### src/rtl/tcd_pkg.sv
// Shared types, constants and helper functions for the tempo clock block.
// No dependencies; imported by tcd_engine and tempo_clock_with_dividers_core.
package tcd_pkg;

  // Fixed field widths
  localparam int unsigned PeriodW   = 26;
  localparam int unsigned PulseW    = 16;
  localparam int unsigned PhaseW    = 27;
  localparam int unsigned CfgDataW  = 26;
  localparam int unsigned LevelsW   = 8;
  localparam int unsigned StepOutW  = 3;
  localparam int unsigned StepExtW  = 5;

  // Divider count range and default
  localparam int unsigned DIVIDER_OUTPUTS_DEF = 8;
  localparam int unsigned DIVIDER_OUTPUTS_MAX = 16;

  // Phase arithmetic, 8 fraction bits
  localparam logic [PhaseW-1:0] PhaseMax = {PhaseW{1'b1}};
  localparam logic [PhaseW-1:0] OneTick  = PhaseW'(256);

  // Register reset values
  localparam logic [PeriodW-1:0] PeriodRst = PeriodW'(3072000);
  localparam logic [PulseW-1:0]  PulseRst  = PulseW'(48);

  typedef enum logic [0:0] {
    CFG_HALF_BEAT_PERIOD = 1'b0,
    CFG_PULSE_TICKS      = 1'b1
  } cfg_idx_e;

  typedef struct packed {
    logic [PeriodW-1:0] half_beat_period_q8;
    logic [PulseW-1:0]  pulse_ticks;
  } cfg_t;

  typedef struct packed {
    logic                reset_pulse;
    logic                clock_pulse;
    logic [LevelsW-1:0]  divider_levels;
    logic [StepOutW-1:0] step_index;
  } result_t;

  // Bit k set when step is a multiple of k+1; step is always small.
  function automatic logic [DIVIDER_OUTPUTS_MAX-1:0] step_hits(input logic [StepExtW-1:0] step);
    logic [DIVIDER_OUTPUTS_MAX-1:0] hits;
    hits = '0;
    for (int k = 0; k < DIVIDER_OUTPUTS_MAX; k++) begin
      for (int j = 0; j <= DIVIDER_OUTPUTS_MAX; j++) begin
        if (j * (k + 1) == int'(step)) begin
          hits[k] = 1'b1;
        end
      end
    end
    return hits;
  endfunction

endpackage

### src/rtl/tempo_clock_with_dividers_core.sv
// Top level of the tempo clock with reset pulse and clock dividers.
// Depends on tcd_pkg and tcd_engine.
//
// Usage:
//   Input channel (in_valid_i / in_stall_o / run_i): one transaction per
//   sample tick. run_i = 1 runs the clock, run_i = 0 stops it, clears the
//   phase and step count and arms a reset pulse for the next running tick.
//   Output channel (out_valid_o / out_stall_i): exactly one transaction per
//   input transaction, in order, carrying the reset and clock trigger levels,
//   the divider levels (bit k divides by k+1) and the current step.
//   Configuration: cfg_we_i writes cfg_data_i to the register selected by
//   cfg_index_i (0: half-beat period in ticks, 8 fraction bits; 1: pulse
//   length in ticks). Write only while no transaction is in flight.
//   The path is an input register, then the tick update written into the
//   output register. Throughput is one transaction per cycle without stalls;
//   the tick update is one 27-bit compare, subtract and saturating add.
//   When the receiver stalls, the output register holds its transaction and
//   the input register fills; in_stall_o rises only when both are occupied.
//   Reset (rst_ni low) empties both stages, clears all tick state, arms the
//   reset pulse and loads the default period and pulse length.
module tempo_clock_with_dividers_core #(
  parameter int unsigned DividerOutputs = tcd_pkg::DIVIDER_OUTPUTS_DEF
) (
  input  logic                           clk_i,
  input  logic                           rst_ni,
  input  logic                           in_valid_i,
  output logic                           in_stall_o,
  input  logic                           run_i,
  output logic                           out_valid_o,
  input  logic                           out_stall_i,
  output logic                           reset_pulse_o,
  output logic                           clock_pulse_o,
  output logic [tcd_pkg::LevelsW-1:0]    divider_levels_o,
  output logic [tcd_pkg::StepOutW-1:0]   step_index_o,
  input  logic                           cfg_we_i,
  input  logic [0:0]                     cfg_index_i,
  input  logic [tcd_pkg::CfgDataW-1:0]   cfg_data_i
);
  import tcd_pkg::*;

  // Configuration registers
  cfg_t     cfg_q;
  cfg_idx_e cfg_idx;

  assign cfg_idx = cfg_idx_e'(cfg_index_i);

  always_ff @(posedge clk_i or negedge rst_ni) begin
    if (!rst_ni) begin
      cfg_q.half_beat_period_q8 <= PeriodRst;
      cfg_q.pulse_ticks         <= PulseRst;
    end else if (cfg_we_i) begin
      unique case (cfg_idx)
        CFG_HALF_BEAT_PERIOD: cfg_q.half_beat_period_q8 <= cfg_data_i[PeriodW-1:0];
        CFG_PULSE_TICKS:      cfg_q.pulse_ticks         <= cfg_data_i[PulseW-1:0];
      endcase
    end
  end

  // Input stage: hold the run flag of one transaction
  logic    in_valid_q;
  logic    run_q;
  logic    out_valid_q;
  logic    out_busy;
  logic    advance;
  logic    in_take;
  result_t result;
  result_t out_q;

  assign out_busy   = out_valid_q & out_stall_i;
  assign advance    = in_valid_q & ~out_busy;
  assign in_stall_o = in_valid_q & out_busy;
  assign in_take    = in_valid_i & ~in_stall_o;

  always_ff @(posedge clk_i or negedge rst_ni) begin
    if (!rst_ni) begin
      in_valid_q <= 1'b0;
    end else if (!in_stall_o) begin
      in_valid_q <= in_valid_i;
    end
  end

  always_ff @(posedge clk_i) begin
    if (in_take) begin
      run_q <= run_i;
    end
  end

  // Tick update; state advances when the transaction moves to the output
  tcd_engine #(
    .DividerOutputs(DividerOutputs)
  ) u_engine (
    .clk_i    (clk_i),
    .rst_ni   (rst_ni),
    .advance_i(advance),
    .run_i    (run_q),
    .cfg_i    (cfg_q),
    .result_o (result)
  );

  // Output register: hold while stalled, drop once taken
  always_ff @(posedge clk_i or negedge rst_ni) begin
    if (!rst_ni) begin
      out_valid_q <= 1'b0;
    end else if (advance) begin
      out_valid_q <= 1'b1;
    end else if (!out_stall_i) begin
      out_valid_q <= 1'b0;
    end
  end

  always_ff @(posedge clk_i) begin
    if (advance) begin
      out_q <= result;
    end
  end

  assign out_valid_o      = out_valid_q;
  assign reset_pulse_o    = out_q.reset_pulse;
  assign clock_pulse_o    = out_q.clock_pulse;
  assign divider_levels_o = out_q.divider_levels;
  assign step_index_o     = out_q.step_index;

  // A stalled input side means both stages hold a transaction
  a_stall_full: assert property (@(posedge clk_i) disable iff (!rst_ni)
    in_stall_o |-> (in_valid_q && out_valid_q))
    else $error("input stalled without a full pipeline");

  // A stopped tick always arms the reset pulse and clears the step
  a_stop_rearms: assert property (@(posedge clk_i) disable iff (!rst_ni)
    (advance && !run_q) |=> (u_engine.armed_q && (u_engine.step_q == '0)))
    else $error("stop did not rearm the restart");

  // The step count only moves when a transaction advances
  a_step_hold: assert property (@(posedge clk_i) disable iff (!rst_ni)
    !advance |=> $stable(u_engine.step_q))
    else $error("step count changed without a transaction");

  // Hold a stalled output transaction unchanged until it is taken
  a_out_hold: assert property (@(posedge clk_i) disable iff (!rst_ni)
    (out_valid_q && out_stall_i) |=> (out_valid_q && $stable(out_q)))
    else $error("stalled output transaction changed");

endmodule

### src/rtl/tcd_engine.sv
// Tick state of the tempo clock: phase accumulator, step counter, pulse timers
// and divider levels. Depends on tcd_pkg.
module tcd_engine #(
  parameter int unsigned DividerOutputs = tcd_pkg::DIVIDER_OUTPUTS_DEF
) (
  input  logic            clk_i,
  input  logic            rst_ni,
  input  logic            advance_i,
  input  logic            run_i,
  input  tcd_pkg::cfg_t   cfg_i,
  output tcd_pkg::result_t result_o
);
  import tcd_pkg::*;

  localparam int unsigned StepW = $clog2(DividerOutputs);
  localparam logic [StepW-1:0] StepLast = StepW'(DividerOutputs - 1);

  logic [PhaseW-1:0]         phase_q, phase_d, phase_sub;
  logic [StepW-1:0]          step_q, step_d;
  logic                      armed_q, armed_d;
  logic [PulseW-1:0]         reset_rem_q, reset_rem_d, reset_rem_t;
  logic [PulseW-1:0]         clock_rem_q, clock_rem_d, clock_rem_t;
  logic                      reset_lvl_q, reset_lvl_d;
  logic                      clock_lvl_q, clock_lvl_d;
  logic [DividerOutputs-1:0] held_q, held_d;
  logic                      fire;
  logic [DIVIDER_OUTPUTS_MAX-1:0] hits;
  logic [DIVIDER_OUTPUTS_MAX-1:0] held_ext;

  always_comb begin
    phase_d     = phase_q;
    step_d      = step_q;
    armed_d     = armed_q;
    reset_rem_d = reset_rem_q;
    clock_rem_d = clock_rem_q;
    reset_lvl_d = reset_lvl_q;
    clock_lvl_d = clock_lvl_q;
    held_d      = held_q;
    fire        = 1'b0;
    phase_sub   = phase_q;
    reset_rem_t = reset_rem_q;
    clock_rem_t = clock_rem_q;
    hits        = '0;
    if (run_i) begin
      // Reset pulse on the first running tick after a stop
      if (armed_q && (cfg_i.pulse_ticks > reset_rem_q)) begin
        reset_rem_t = cfg_i.pulse_ticks;
      end
      armed_d     = 1'b0;
      reset_lvl_d = (reset_rem_t != '0);
      reset_rem_d = reset_rem_t - PulseW'(reset_lvl_d);

      // Clock fires once the phase passes the half-beat period
      fire = (phase_q > PhaseW'(cfg_i.half_beat_period_q8));
      if (fire) begin
        phase_sub = phase_q - PhaseW'(cfg_i.half_beat_period_q8);
        step_d    = (step_q == StepLast) ? '0 : step_q + StepW'(1);
        if (cfg_i.pulse_ticks > clock_rem_q) begin
          clock_rem_t = cfg_i.pulse_ticks;
        end
      end
      phase_d = (phase_sub > (PhaseMax - OneTick)) ? PhaseMax : phase_sub + OneTick;

      clock_lvl_d = (clock_rem_t != '0);
      clock_rem_d = clock_rem_t - PulseW'(clock_lvl_d);

      hits = step_hits(StepExtW'(step_d));
      for (int k = 0; k < DividerOutputs; k++) begin
        if (hits[k]) begin
          held_d[k] = clock_lvl_d;
        end
      end
    end else begin
      phase_d = '0;
      step_d  = '0;
      armed_d = 1'b1;
    end
  end

  always_ff @(posedge clk_i or negedge rst_ni) begin
    if (!rst_ni) begin
      phase_q     <= '0;
      step_q      <= '0;
      armed_q     <= 1'b1;
      reset_rem_q <= '0;
      clock_rem_q <= '0;
      reset_lvl_q <= 1'b0;
      clock_lvl_q <= 1'b0;
      held_q      <= '0;
    end else if (advance_i) begin
      phase_q     <= phase_d;
      step_q      <= step_d;
      armed_q     <= armed_d;
      reset_rem_q <= reset_rem_d;
      clock_rem_q <= clock_rem_d;
      reset_lvl_q <= reset_lvl_d;
      clock_lvl_q <= clock_lvl_d;
      held_q      <= held_d;
    end
  end

  assign held_ext = DIVIDER_OUTPUTS_MAX'(held_d);

  always_comb begin
    logic [StepExtW-1:0] step_ext;
    step_ext                = StepExtW'(step_d);
    result_o.reset_pulse    = reset_lvl_d;
    result_o.clock_pulse    = clock_lvl_d;
    result_o.divider_levels = held_ext[LevelsW-1:0];
    result_o.step_index     = step_ext[StepOutW-1:0];
  end

endmodule
### config.mk
export PLATFORM = sky130hd
export DESIGN_NAME = tempo_clock_with_dividers_core
export DESIGN_NICKNAME = d
export VERILOG_FILES = /design/src/rtl/tcd_pkg.sv /design/src/rtl/tempo_clock_with_dividers_core.sv /design/src/rtl/tcd_engine.sv
export SDC_FILE = /design/constraint.sdc
export NUM_CORES = 1
export LEC_CHECK = 0
export BUFFER_PORTS_ARGS = -buffer_cell sky130_fd_sc_hd__buf_4
export CORE_ASPECT_RATIO = 1.4
export CORE_MARGIN = 2
export CORE_UTILIZATION = 55
export CTS_BUF_LIST = sky130_fd_sc_hd__clkbuf_2
export CTS_CLUSTER_DIAMETER = 200
export DETAILED_ROUTE_END_ITERATION = 8
export MAX_ROUTING_LAYER = met4
export PLACE_DENSITY = 0.69
export SLEW_MARGIN = 20
export SYNTH_ARGS = -nofsm -noshare
export SYNTH_HDL_FRONTEND = slang
export SYNTH_HIERARCHICAL = 1
export SYNTH_SLANG_ARGS = --single-unit
### constraint.sdc
create_clock -name clk_i -period 5.8 [get_ports clk_i]
set_clock_uncertainty 0.1 [all_clocks]
set_input_delay 1.74 -clock clk_i [delete_from_list [all_inputs] [get_ports clk_i]]
set_output_delay 1.74 -clock clk_i [all_outputs]
set_load 0.02 [all_outputs]
==> run metrics <==
outcome finished, final reports clean; P_sw 0.001761 W; crit path kind reg2reg; die height 168.6 microns; RSZ-0062 raised after global routing no; final core occ 0.6032; Synth cell types 92; leakage power between 4 and 5 nW; hold slack roughly 420 ps; Clk pwr share 0.171; CTS H-tree lvls 4; top cells by area, synth dfrtp_1, ha_1, mux2_2; First-pass DRT Iterations 7; CP Max Fanout 23; num rows 60; Max-cap violations 0; GR Util All Layers 0.3074; Syn Std Cell Area roughly 0.011 sq mm; layout cells sized above 1 0.1922; setup TNS 0 ps; CP Launch Type flop; post-synth top area cell dfrtp_1; register area share after synthesis 0.3157; num ports 48; Clock Pin Slew Worst Setup and Hold Paths 250 ps; WL/cell 20.00 microns; Comb pwr share 0.490; vias 9449; drt total wl 30060 microns; final setup vio count 0; most used cells in the layout excluding fill and tap cells dfrtp_1, nand2_1, inv_1; WP data required 6370 ps; number of global-route vias before repair 9492; maximum VDD drop slightly above 0.3 mV; fin. max-slew vios 0; top_reg_cell synth dfrtp_1; first-pass GRT wire length roughly 48000 microns; worst slew pin tran about 940 ps; syn_nets 1314; initial drt markers 881; clk sinks 131; vias per cell between 6 and 7; final hold vios 0; Period minus WS final roughly 5500 ps; Max Fclk ~180 MHz; RePlAce Congestion roughly 0.94; asr flop ratio synth 0.8931; most common cell after layout, fill and taps aside dfrtp_1; Critical Path AT 6020 ps; Min-Delay Path Class reg2reg; Synth warnings 6; Mapped Avg Cell Area slightly below 9 sq um; Clock Tree Buf Depth 2; CTS tree built; antenna violations before repair 1; sequential power share 0.339; ratio of final minimum period to clock period 0.9409; Setup crit end kind flop; switching share of power 0.4580; clk_lat worst skew 760 ps; antenna-violating nets left 0; Initial Util 0.5582; Root Buffer clkbuf_2; total gr overflow 0; Non-Filler Instances 1503; detailed placement HPWL 22250 microns; placed cell count 1470; Post-CTS Setup Bufs 0; largest net degree at the start of global routing 70; number of flops mapped to enable cells by yosys 14; area post-placement 0.01119 sq mm; CTS Buf Count 17; Die W 121.6 microns; NumNets Final 1342; # port buffers 47; power density cells 334.3 mW/mm^2; Synth-to-Final Area Change 8.064%; Rel. slew slack 0.3745; Die ar. about 0.02 sq mm; post-synthesis register bit count around 130; post-synth top area share 0.2516; Mapped Cells 1213; DRC 0; post-route cell area 0.01150 sq mm; internal power 0.002084 W; core area 0.01907 sq mm
[power groups by stage]
stage,clock network [W],registers (W),logic [W]
2_1_floorplan,0,0.00125,0.00142
3_3_place_gp,0,0.00131,0.00182
3_5_place_dp,0,0.00131,0.00184
4_1_cts,0.000671,0.00130,0.00185
5_1_grt,0.000715,0.00132,0.00209
6_report,0.000658,0.00130,0.00188
[cells in the mapped netlist (all sizes together), types with 20 or more instances]
master	n
a21o	23
o21ai	92
xnor2	25
clkbuf	38
a21oi	83
nand4	23
nor2	80
buf	35
nor3	34
inv	89
mux2	76
a31oi	25
nand2	92
dfrtp	107
mux2i	22
nor4	20
nand3	37
ha	67
[final cells by class]
type | instances | area, sq um
diodes | 1 | 2.502
clock buffers | 17 | 85.08
clock inverters | 15 | 190.2
fillers | 1757 | 7566
inverters | 89 | 334.1
multi-input cells | 920 | 6588
flip-flops and latches | 131 | 3361
well taps | 248 | 310.3
repair buffers | 82 | 631.9
[state kept, by name, summed over array words and instances, names as in the netlist]
register and flops:
u_engine/phase_q 27, u_engine/step_q 3, u_engine/reset_lvl_q 1, out_valid_o 1, u_engine/clock_rem_q 16, clock_pulse_o 1
reset_pulse_o 1, step_index_o 3, u_engine/held_q 8, cfg_q 42, u_engine/reset_rem_q 16, u_engine/clock_lvl_q 1
u_engine/armed_q 1, run_q 1, in_valid_q 1, divider_levels_o 8
[cell families after synthesis]
family | share of synthesized area
simple gates | 0.1829
compound gates | 0.2103
buf+inv | 0.06983
flops | 0.3157
mux | 0.1085
fa+ha+maj | 0.08064
xor+xnor | 0.03209
[through the flow]
stage	total power, W	setup WS, ps
CTS	0.003822	116.5
global placement	0.003133	290.0
global route	0.004131	55.57
detailed placement	0.003157	276.0
finish	0.003846	343.1
floorplan	0.002669	667.1
[worst max-delay path, stage by stage, from the launching register on]
cell and delay, ps:
dfstp_2 720, ha_1 300, nand4_1 100, nor2_1 40, and2_0 190, inv_1 90, o21ai_0 280, nor2_4 380
buf_4 320, nor3_1 80, o211ai_1 350, nor2_1 170, inv_1 90, ha_1 210, ha_1 400, nand3_1 210
nor3_1 330, o221ai_1 330, or3_1 440, a31oi_1 190, a21oi_1 50
[repair_timing]
action | 4_1_cts | 5_1_grt
hold buffers | 0 | 0
endpoints found under the setup margin | 0 | 4
resized for setup | 0 | 7
[worst paths after layout]
| check | cells past startpoint | slack (ps) | endpoint | startpoint |
|---|---|---|---|---|
| min in group asynchronous | 1 | 970 | cfg_q[41] | rst_ni |
| worst min-delay path | 1 | 420 | out_valid_o | in_valid_q |
| worst min register to register | 1 | 420 | out_valid_o | in_valid_q |
| max in group asynchronous | 2 | 3750 | cfg_q[31] | rst_ni |
| worst max-delay path | 20 | 340 | u_engine/reset_rem_q[14] | cfg_q[5] |
| worst max register to register | 20 | 340 | u_engine/reset_rem_q[14] | cfg_q[5] |
[per-layer routing]
metal / track usage / up-vias / part of all wire
met2: 0.5589 / 283 / 0.53
met1: 0.3209 / 4567 / 0.38
met3: 0.03942 / 114 / 0.032
li1: - / 4485 / -
met5: - / - / 0
met4: 0.1589 / 0 / 0.053
Note: power is estimated with default switching activity, not from simulation.
